<file path="config.mk">
export PLATFORM = sky130hd
export DESIGN_NAME = sorted_array_priority_queue_unit_flat
export DESIGN_NICKNAME = d
export VERILOG_FILES = /design/src/rtl/core/sapq_pkg.sv /design/src/rtl/core/sapq_if.sv /design/src/rtl/core/sapq_ctrl.sv /design/src/rtl/core/sapq_datapath.sv /design/src/rtl/core/sorted_array_priority_queue_unit.sv /design/src/flat_wrapper.sv
export SDC_FILE = /design/constraint.sdc
export NUM_CORES = 1
export LEC_CHECK = 0
export ABC_AREA = 1
export BUFFER_PORTS_ARGS = -buffer_cell sky130_fd_sc_hd__buf_2
export CORE_MARGIN = 8
export CORE_UTILIZATION = 64
export DETAILED_ROUTE_END_ITERATION = 10
export PLACE_DENSITY = 0.8
export SYNTH_ARGS = -nofsm -noshare
export SYNTH_HDL_FRONTEND = slang
export SYNTH_SLANG_ARGS = --single-unit
</file>
<file path="constraint.sdc">
create_clock -name clk -period 4.35 [get_ports clk]
set_clock_uncertainty 0.15 [all_clocks]
set_input_delay 0.435 -clock clk [delete_from_list [all_inputs] [get_ports clk]]
set_output_delay 0.435 -clock clk [all_outputs]
set_load 0.01 [all_outputs]
</file>
<file path="src/rtl/core/sapq_pkg.sv">
// Shared types and constants of the sorted-array priority queue.
`default_nettype none

package sapq_pkg;

  localparam int VAL_W  = 16;
  localparam int PRI_W  = 8;
  localparam int STAT_W = 2;
  localparam int FILL_W = 5;

  // Operation kind of an input item.
  localparam logic KIND_INSERT = 1'b0;
  localparam logic KIND_REMOVE = 1'b1;

  // Result status codes.
  localparam logic [STAT_W-1:0] ST_OK    = 2'd0;
  localparam logic [STAT_W-1:0] ST_FULL  = 2'd1;
  localparam logic [STAT_W-1:0] ST_EMPTY = 2'd2;

  typedef enum logic {
    CS_IDLE,
    CS_EXEC
  } ctrl_state_t;

  typedef struct packed {
    logic capture;
    logic exec;
  } dp_cmd_t;

  typedef struct packed {
    logic out_hold;
  } dp_stat_t;

endpackage

`default_nettype wire

</file>
<file path="src/rtl/core/sapq_if.sv">
// Handshake channel interfaces for queue operations and their results.
`default_nettype none

interface sapq_in_if;
  import sapq_pkg::*;

  logic             valid;
  logic             ready;
  logic             kind;
  logic [VAL_W-1:0] item_value;
  logic [PRI_W-1:0] item_priority;

  modport source (output valid, kind, item_value, item_priority, input ready);
  modport sink   (input valid, kind, item_value, item_priority, output ready);
endinterface

interface sapq_out_if;
  import sapq_pkg::*;

  logic              valid;
  logic              ready;
  logic [STAT_W-1:0] status;
  logic [VAL_W-1:0]  out_value;
  logic [PRI_W-1:0]  out_priority;
  logic [FILL_W-1:0] fill_count;

  modport source (output valid, status, out_value, out_priority, fill_count, input ready);
  modport sink   (input valid, status, out_value, out_priority, fill_count, output ready);
endinterface

`default_nettype wire

</file>
<file path="src/rtl/core/sapq_ctrl.sv">
// Controller state machine: captures an item, then runs it when the result register is free.
`default_nettype none

module sapq_ctrl (
  input  wire                 clk,
  input  wire                 rst_n,
  input  wire                 in_valid,
  output logic                in_ready,
  input  sapq_pkg::dp_stat_t  stat,
  output sapq_pkg::dp_cmd_t   cmd
);
  import sapq_pkg::*;

  ctrl_state_t state_r, state_nxt;

  always_ff @(posedge clk) begin
    if (!rst_n) begin
      state_r <= CS_IDLE;
    end else begin
      state_r <= state_nxt;
    end
  end

  always_comb begin
    state_nxt = state_r;
    in_ready  = 1'b0;
    cmd       = '0;
    case (state_r)
      CS_IDLE: begin
        in_ready = 1'b1;
        if (in_valid) begin
          cmd.capture = 1'b1;
          state_nxt   = CS_EXEC;
        end
      end
      CS_EXEC: begin
        // The previous result must have left the output register or be taken in this cycle.
        if (!stat.out_hold) begin
          cmd.exec  = 1'b1;
          state_nxt = CS_IDLE;
        end
      end
      default: begin
        state_nxt = CS_IDLE;
      end
    endcase
  end

  ast_accept_to_exec: assert property (@(posedge clk) disable iff (!rst_n)
    (in_valid && in_ready) |=> (state_r == CS_EXEC))
    else $error("accepted item did not move controller to execute");

  ast_exec_only_free: assert property (@(posedge clk) disable iff (!rst_n)
    cmd.exec |-> (!stat.out_hold && state_r == CS_EXEC))
    else $error("execute issued while result register occupied");

  ast_no_ready_in_exec: assert property (@(posedge clk) disable iff (!rst_n)
    (state_r == CS_EXEC) |-> !in_ready)
    else $error("new item taken while one is still pending");

endmodule

`default_nettype wire

</file>
<file path="src/rtl/core/sapq_datapath.sv">
// Datapath: sorted slot array with parallel compare, entry count and result register.
`default_nettype none

module sapq_datapath #(
  parameter int DEPTH = 16
) (
  input  wire                          clk,
  input  wire                          rst_n,
  input  sapq_pkg::dp_cmd_t            cmd,
  output sapq_pkg::dp_stat_t           stat,
  input  wire                          in_kind,
  input  wire  [sapq_pkg::VAL_W-1:0]   in_item_value,
  input  wire  [sapq_pkg::PRI_W-1:0]   in_item_priority,
  input  wire                          out_ready,
  output logic                         out_valid,
  output logic [sapq_pkg::STAT_W-1:0]  out_status,
  output logic [sapq_pkg::VAL_W-1:0]   out_value,
  output logic [sapq_pkg::PRI_W-1:0]   out_priority,
  output logic [sapq_pkg::FILL_W-1:0]  out_fill_count
);
  import sapq_pkg::*;

  localparam int CW = $clog2(DEPTH + 1);

  // Slot 0 holds the entry with the smallest priority number; the
  // order rises with the slot index up to cnt_r - 1.
  logic [VAL_W-1:0]  val_r [DEPTH];
  logic [PRI_W-1:0]  pri_r [DEPTH];
  logic [CW-1:0]     cnt_r;

  logic              kind_r;
  logic [VAL_W-1:0]  ival_r;
  logic [PRI_W-1:0]  ipri_r;

  logic              ovalid_r;
  logic [STAT_W-1:0] ostat_r;
  logic [VAL_W-1:0]  oval_r;
  logic [PRI_W-1:0]  opri_r;
  logic [FILL_W-1:0] ofill_r;

  logic              full, empty;
  logic [DEPTH-1:0]  lt;
  logic [VAL_W-1:0]  ins_val [DEPTH];
  logic [PRI_W-1:0]  ins_pri [DEPTH];
  logic [VAL_W-1:0]  rem_val [DEPTH];
  logic [PRI_W-1:0]  rem_pri [DEPTH];
  logic [CW-1:0]     cnt_nxt;
  logic [STAT_W-1:0] stat_nxt;
  logic              do_ins, do_rem;

  assign full  = (cnt_r == CW'(DEPTH));
  assign empty = (cnt_r == '0);

  assign do_ins = cmd.exec && (kind_r == KIND_INSERT) && !full;
  assign do_rem = cmd.exec && (kind_r == KIND_REMOVE) && !empty;

  // Stored entries that rank below the new one form a prefix of the array;
  // they stay put, the new entry lands just above them, the rest move up.
  always_comb begin
    for (int j = 0; j < DEPTH; j++) begin
      lt[j] = (CW'(j) < cnt_r) && (pri_r[j] < ipri_r);
    end
    ins_val[0] = lt[0] ? val_r[0] : ival_r;
    ins_pri[0] = lt[0] ? pri_r[0] : ipri_r;
    for (int j = 1; j < DEPTH; j++) begin
      if (lt[j]) begin
        ins_val[j] = val_r[j];
        ins_pri[j] = pri_r[j];
      end else if (lt[j-1]) begin
        ins_val[j] = ival_r;
        ins_pri[j] = ipri_r;
      end else begin
        ins_val[j] = val_r[j-1];
        ins_pri[j] = pri_r[j-1];
      end
    end
    for (int j = 0; j < DEPTH - 1; j++) begin
      rem_val[j] = val_r[j+1];
      rem_pri[j] = pri_r[j+1];
    end
    rem_val[DEPTH-1] = val_r[DEPTH-1];
    rem_pri[DEPTH-1] = pri_r[DEPTH-1];
  end

  always_comb begin
    cnt_nxt = cnt_r;
    if (kind_r == KIND_INSERT) begin
      stat_nxt = full ? ST_FULL : ST_OK;
      if (!full) cnt_nxt = CW'(cnt_r + 1'b1);
    end else begin
      stat_nxt = empty ? ST_EMPTY : ST_OK;
      if (!empty) cnt_nxt = CW'(cnt_r - 1'b1);
    end
  end

  always_ff @(posedge clk) begin
    if (cmd.capture) begin
      kind_r <= in_kind;
      ival_r <= in_item_value;
      ipri_r <= in_item_priority;
    end
    if (do_ins) begin
      for (int j = 0; j < DEPTH; j++) begin
        val_r[j] <= ins_val[j];
        pri_r[j] <= ins_pri[j];
      end
    end else if (do_rem) begin
      for (int j = 0; j < DEPTH; j++) begin
        val_r[j] <= rem_val[j];
        pri_r[j] <= rem_pri[j];
      end
    end
    if (cmd.exec) begin
      ostat_r <= stat_nxt;
      oval_r  <= do_rem ? val_r[0] : '0;
      opri_r  <= do_rem ? pri_r[0] : '0;
      ofill_r <= FILL_W'(cnt_nxt);
    end
  end

  always_ff @(posedge clk) begin
    if (!rst_n) begin
      cnt_r    <= '0;
      ovalid_r <= 1'b0;
    end else begin
      if (cmd.exec) begin
        cnt_r    <= cnt_nxt;
        ovalid_r <= 1'b1;
      end else if (out_ready) begin
        ovalid_r <= 1'b0;
      end
    end
  end

  assign stat.out_hold  = ovalid_r && !out_ready;
  assign out_valid      = ovalid_r;
  assign out_status     = ostat_r;
  assign out_value      = oval_r;
  assign out_priority   = opri_r;
  assign out_fill_count = ofill_r;

  ast_count_bound: assert property (@(posedge clk) disable iff (!rst_n)
    cnt_r <= CW'(DEPTH))
    else $error("entry count exceeds depth");

  ast_insert_count: assert property (@(posedge clk) disable iff (!rst_n)
    do_ins |=> (cnt_r == CW'($past(cnt_r) + 1'b1)))
    else $error("accepted insert did not raise the entry count");

  ast_bottom_sorted: assert property (@(posedge clk) disable iff (!rst_n)
    (cnt_r >= CW'(2)) |-> (pri_r[0] <= pri_r[1]))
    else $error("lowest two slots out of priority order");

endmodule

`default_nettype wire

</file>
<file path="src/rtl/core/sorted_array_priority_queue_unit.sv">
// Top level of the sorted-array priority queue.
// Each item is an insert (value and priority) or a remove, and gives exactly one
// result item: a status, the removed entry (zero unless a remove succeeded) and the
// fill count after the operation. The remove returns the entry with the smallest
// priority number; among equal priorities the entry inserted last leaves first. An
// insert into a full queue reports full and changes nothing, a remove from an empty
// queue reports empty. Each item is captured first; then, once no untaken result holds
// the output, all DEPTH slots are compared in parallel and shifted while the result
// register loads. Another item may be accepted while the previous result still waits,
// but not while a captured item still waits to execute.
`default_nettype none

module sorted_array_priority_queue_unit #(
  parameter int DEPTH = 16
) (
  input wire          clk,
  input wire          rst_n,
  sapq_in_if.sink     in_chan,
  sapq_out_if.source  out_chan
);
  import sapq_pkg::*;

  dp_cmd_t  cmd;
  dp_stat_t stat;

  sapq_ctrl u_ctrl (
    .clk      (clk),
    .rst_n    (rst_n),
    .in_valid (in_chan.valid),
    .in_ready (in_chan.ready),
    .stat     (stat),
    .cmd      (cmd)
  );

  sapq_datapath #(
    .DEPTH (DEPTH)
  ) u_datapath (
    .clk              (clk),
    .rst_n            (rst_n),
    .cmd              (cmd),
    .stat             (stat),
    .in_kind          (in_chan.kind),
    .in_item_value    (in_chan.item_value),
    .in_item_priority (in_chan.item_priority),
    .out_ready        (out_chan.ready),
    .out_valid        (out_chan.valid),
    .out_status       (out_chan.status),
    .out_value        (out_chan.out_value),
    .out_priority     (out_chan.out_priority),
    .out_fill_count   (out_chan.fill_count)
  );

endmodule

`default_nettype wire
</file>
<file path="src/flat_wrapper.sv">
// flat-port wrapper written by rule: the top's interface ports become plain ports
module sorted_array_priority_queue_unit_flat import sapq_pkg::*;
#(
  parameter int DEPTH = 16
)
  (clk, rst_n, in_chan_valid, in_chan_kind, in_chan_item_value, in_chan_item_priority, in_chan_ready, out_chan_valid, out_chan_status, out_chan_out_value, out_chan_out_priority, out_chan_fill_count, out_chan_ready);
  sapq_in_if in_chan_i ();
  sapq_out_if out_chan_i ();
  input wire clk;
  input wire rst_n;
  input wire logic [$bits(in_chan_i.valid)-1:0] in_chan_valid;
  input wire logic [$bits(in_chan_i.kind)-1:0] in_chan_kind;
  input wire logic [$bits(in_chan_i.item_value)-1:0] in_chan_item_value;
  input wire logic [$bits(in_chan_i.item_priority)-1:0] in_chan_item_priority;
  output wire logic [$bits(in_chan_i.ready)-1:0] in_chan_ready;
  output wire logic [$bits(out_chan_i.valid)-1:0] out_chan_valid;
  output wire logic [$bits(out_chan_i.status)-1:0] out_chan_status;
  output wire logic [$bits(out_chan_i.out_value)-1:0] out_chan_out_value;
  output wire logic [$bits(out_chan_i.out_priority)-1:0] out_chan_out_priority;
  output wire logic [$bits(out_chan_i.fill_count)-1:0] out_chan_fill_count;
  input wire logic [$bits(out_chan_i.ready)-1:0] out_chan_ready;
  assign in_chan_i.valid = in_chan_valid;
  assign in_chan_i.kind = in_chan_kind;
  assign in_chan_i.item_value = in_chan_item_value;
  assign in_chan_i.item_priority = in_chan_item_priority;
  assign in_chan_ready = in_chan_i.ready;
  assign out_chan_valid = out_chan_i.valid;
  assign out_chan_status = out_chan_i.status;
  assign out_chan_out_value = out_chan_i.out_value;
  assign out_chan_out_priority = out_chan_i.out_priority;
  assign out_chan_fill_count = out_chan_i.fill_count;
  assign out_chan_i.ready = out_chan_ready;
  sorted_array_priority_queue_unit #(.DEPTH(DEPTH)) u_core (.clk(clk), .rst_n(rst_n), .in_chan(in_chan_i), .out_chan(out_chan_i));
endmodule
</file>
==> summary.md <==
The clock-pin slew of the registers on the worst-case setup and hold paths came out at 0.06 ns. The number of buffers on the longest clock path was 3; the area added between synthesis and finish was 9.25%. The kind of start point of the critical path is a register. The tools report the final max-slew violation count as 0. The tools report the number of diodes added for antenna fixing as 0.

In this run the most critical hold path is launched from out_chan_ready. The run gives 2 as the maximum level of the CTS H-tree. The slew at the pin closest to its max-slew limit works out to 1.02 ns. The run gives 0.309 mV as the largest vdd supply drop. In this run, synthesis produced a sequential element count of 447.

In this run the standard cell core region covers 0.0410 mm2. The logs give 0.0274 mm2 for the placed standard-cell area and 6 for the first-pass iteration count of the detailed router. For this design the static power due to leakage is 14.1 nW.

The finished cells cover 0.0291 mm2. For the DRC violations left, the log shows 0. The largest fanout on the critical path was 136; the global-route wire length before repair was 112000 um.

The logs give 0 for the number of buffers inserted to repair setup after CTS and 0 for the number of nets with antenna violations after routing. Counting I/O delays and the setup requirement, the final critical path takes 3.33 ns. TritonCTS built the clock tree. For the final count of hold timing violations, the log shows 0. The net count after synthesis is 3501, and the global router's overall resource usage is 28.1%. Adder-cell area share of the yosys netlist: 5.44%.

Of all flip-flops after synthesis, the portion carrying an async set or reset was 0%. The run gives 0 as the initial antenna violation count. TritonCTS created 48 clock buffers. The worst hold path belongs to the class primary input to register. The worst register-to-register path begins at u_core.u_datapath.cnt_r[0]. Of the total synthesized cell area, the portion taken by AND, OR, NAND and NOR gates is 32.7%.

The tools report the kind of end point of the critical path as a register. The via count of the first global-routing pass is 22440, and the post-synthesis area per instance is 7.94 um2. Once the floorplan was initialized, standard cells occupied 65.0% of the core.

The sequential share of the synthesized area is 50.1%, and the headroom to the max-slew limit is 32.1%. For the final routed database, the setup TNS stands at 0 ns. Setup repair after global routing left no endpoint under its margin. The number of different library cells in the post-synthesis netlist is 29. The first routing iteration left 2470 violations.

The top-level port count is 62, and the routed via count divided by cell count is 5.67. In the synthesized netlist, the number of instances is 3356. In this run the tool buffered the top-level ports with 61 buffer cells. Detailed placement ended at an HPWL of 46100 um. Type of the setup path with the least slack: register to register. The minimum setup slack among reg-to-reg paths was 1.02 ns; the total via count in the routed design was 22407. The floorplan die height was 220 um. The number of enable-type register cells in the synthesized netlist was 440. The die is 220 um wide. The total overflow left after global routing is 0. The xor/xnor share of the synthesized area came out at 0.0986%. The run finished with clean final reports. The worst register-to-register path ends at u_core.u_datapath.val_r[1][115]. By area, the combinational part of the netlist is dominated by simple AND/OR/NAND/NOR gates.

The library cell used most frequently in the layout, excluding fill and tap cells, is sky130_fd_sc_hd__nand2_1. For the worst flop-to-flop path, the logic depth is 8. The tools report the number of placement rows as 74. At the worst endpoint, the required time is 4.42 ns. Power density over cell area: 378 mW/mm2.

The period utilization was 76.6%; the maximum number of pins on one net before global-route repair was 156. The worst hold endpoint is u_core.u_datapath.cnt_r[1]. The library cells used most frequently in the layout, excluding fill and tap cells, are sky130_fd_sc_hd__nand2_1, sky130_fd_sc_hd__nand3_1, sky130_fd_sc_hd__edfxtp_1.

Clock sink count: 447. Fill cells in the final layout number 3206. After the last flow step, the layout net total stands at 3524.

Complex-gate fraction of the synthesized area: 2.12%. Area enclosed by the die boundary: 0.0484 mm2. The tree is rooted in a sky130_fd_sc_hd__clkbuf_16.

Among all flip-flop cells after synthesis, the most frequent one is sky130_fd_sc_hd__edfxtp_1. The tool flagged a number of max-cap violations equal to 0. Setup violations remaining at the end of the flow were counted as 0. The later-pin clock latency in the skew report came out at 0.60 ns.

Average wire per cell in the routed design: 17.0 um. For the endpoint arrival time on the critical path, the log shows 3.40 ns. The routed design has 67100 um of wire. The proportion of synthesized area in mux cells works out to 0%. In the final layout, the share of cells above drive strength 1 is 7.26%. The congestion estimate from routability-driven global placement came to 0.902. The worst hold path was traced through 7 stages.

The logs give 0.300 GHz for the maximum operating frequency and 0 for the synthesis warning total. For the post-synth design cell area, the log shows 0.0267 mm2.
## routing by layer
layer  up-vias  wire [um]  GRT usage [%]
li1      10942          -              -
met1     10363      27100           35.5
met2       942      32900           48.6
met3       160       5000           4.10
met4         0       2020           10.5
met5         -          0              0
## worst max-delay path, stage by stage (launching register included)
cell and delay, ns:
sky130_fd_sc_hd__dfxtp_1 0.48, sky130_fd_sc_hd__inv_1 0.17, sky130_fd_sc_hd__ha_1 0.25, sky130_fd_sc_hd__nand3_1 0.13, sky130_fd_sc_hd__nand2_1 0.15, sky130_fd_sc_hd__nor2_4 0.16
sky130_fd_sc_hd__buf_12 0.44, sky130_fd_sc_hd__nand2_1 0.11, sky130_fd_sc_hd__inv_1 0.74
## metrics by stage
| stage | power, W | util (%) | hold WS, ns | std cells | setup slack [ns] |
|---|---|---|---|---|---|
| after global placement | 0.00702 | 66.7 | 0.322 | 3833 | 1.18 |
| after CTS | 0.0111 | 71.0 | 0.302 | 3949 | 1.08 |
| after detailed placement | 0.00711 | 66.7 | 0.326 | 3833 | 1.09 |
| final | 0.0110 | 71.0 | 0.323 | 3949 | 1.02 |
| after floorplan | 0.00660 | - | 0.345 | 3356 | 1.04 |
| after global routing | 0.0115 | 71.0 | 0.360 | 3949 | 0.781 |
## worst max-delay path by stage
stage                                startpoint                               to  cells after the start
detailed placement   u_core.u_datapath.cnt_r[0]  u_core.u_datapath.val_r[1][119]                      8
CTS                  u_core.u_datapath.cnt_r[0]  u_core.u_datapath.val_r[1][113]                      8
floorplan           u_core.u_datapath.ipri_r[7]   u_core.u_datapath.pri_r[0][40]                      9
global placement     u_core.u_datapath.cnt_r[0]  u_core.u_datapath.val_r[1][120]                      8
finish               u_core.u_datapath.cnt_r[0]  u_core.u_datapath.val_r[1][115]                      8
global route         u_core.u_datapath.cnt_r[0]    u_core.u_datapath.val_r[1][9]                      8
## sequential cells by signal, indices dropped and copies added (netlist names)
| name | flops |
|---|---|
| u_core.u_datapath.out_value | 16 |
| u_core.u_datapath.cnt_r | 5 |
| u_core.u_datapath.pri_r | 128 |
| u_core.u_datapath.out_valid | 1 |
| u_core.u_datapath.ipri_r | 8 |
| u_core.u_datapath.val_r | 256 |
| u_core.u_ctrl.state_r | 1 |
| u_core.u_datapath.ival_r | 16 |
| u_core.u_datapath.out_status | 2 |
| u_core.u_datapath.out_fill_count | 5 |
| u_core.u_datapath.kind_r | 1 |
| u_core.u_datapath.out_priority | 8 |
## power by group
group / internal (W) / leakage [nW] / switching (W)
clock network: 0.00223 / 0.727 / 0.00172
logic: 0.000550 / 9.21 / 0.00116
registers: 0.00518 / 4.12 / 0.000173
## timing repair
action | 4_1_cts | 5_1_grt
hold endpoints to repair | 27 | 0
hold buffers | 28 | 0
gates resized for setup | 0 | 0
## synth_stat cells, drive strengths merged (2+ instances only)
cell / instances / area share [%]
nand4: 2 / 0.047
o21ai: 60 / 1.1
buf: 150 / 2.9
clkbuf: 51 / 0.72
nand3: 690 / 13
a21oi: 44 / 0.83
xnor2: 2 / 0.066
nor2: 77 / 1.3
nand2: 1291 / 18
edfxtp: 440 / 50
o21bai: 2 / 0.056
dfxtp: 7 / 0.53
ha: 116 / 5.4
inv: 418 / 5.9
## kinds of logic (layout without fill, tap and decap cells)
family          after synthesis  count (layout)
xor+xnor                      3               3
simple gates               2061            2061
flops                       447             447
buf+inv                     619             680
compound gates              110             110
fa+ha+maj                   116             116
## final cells by class
class | instances | area [um2] | area share, %
multi-input combinational | 2290 | 10800 | 37.0
tap | 532 | 666 | 2.29
timing repair buffer | 174 | 1290 | 4.42
inverter | 418 | 1580 | 5.41
clock inverter | 23 | 159 | 0.546
clock buffer | 65 | 1320 | 4.52
sequential | 447 | 13400 | 45.9
No activity file was read; power rests on OpenSTA's default activity.
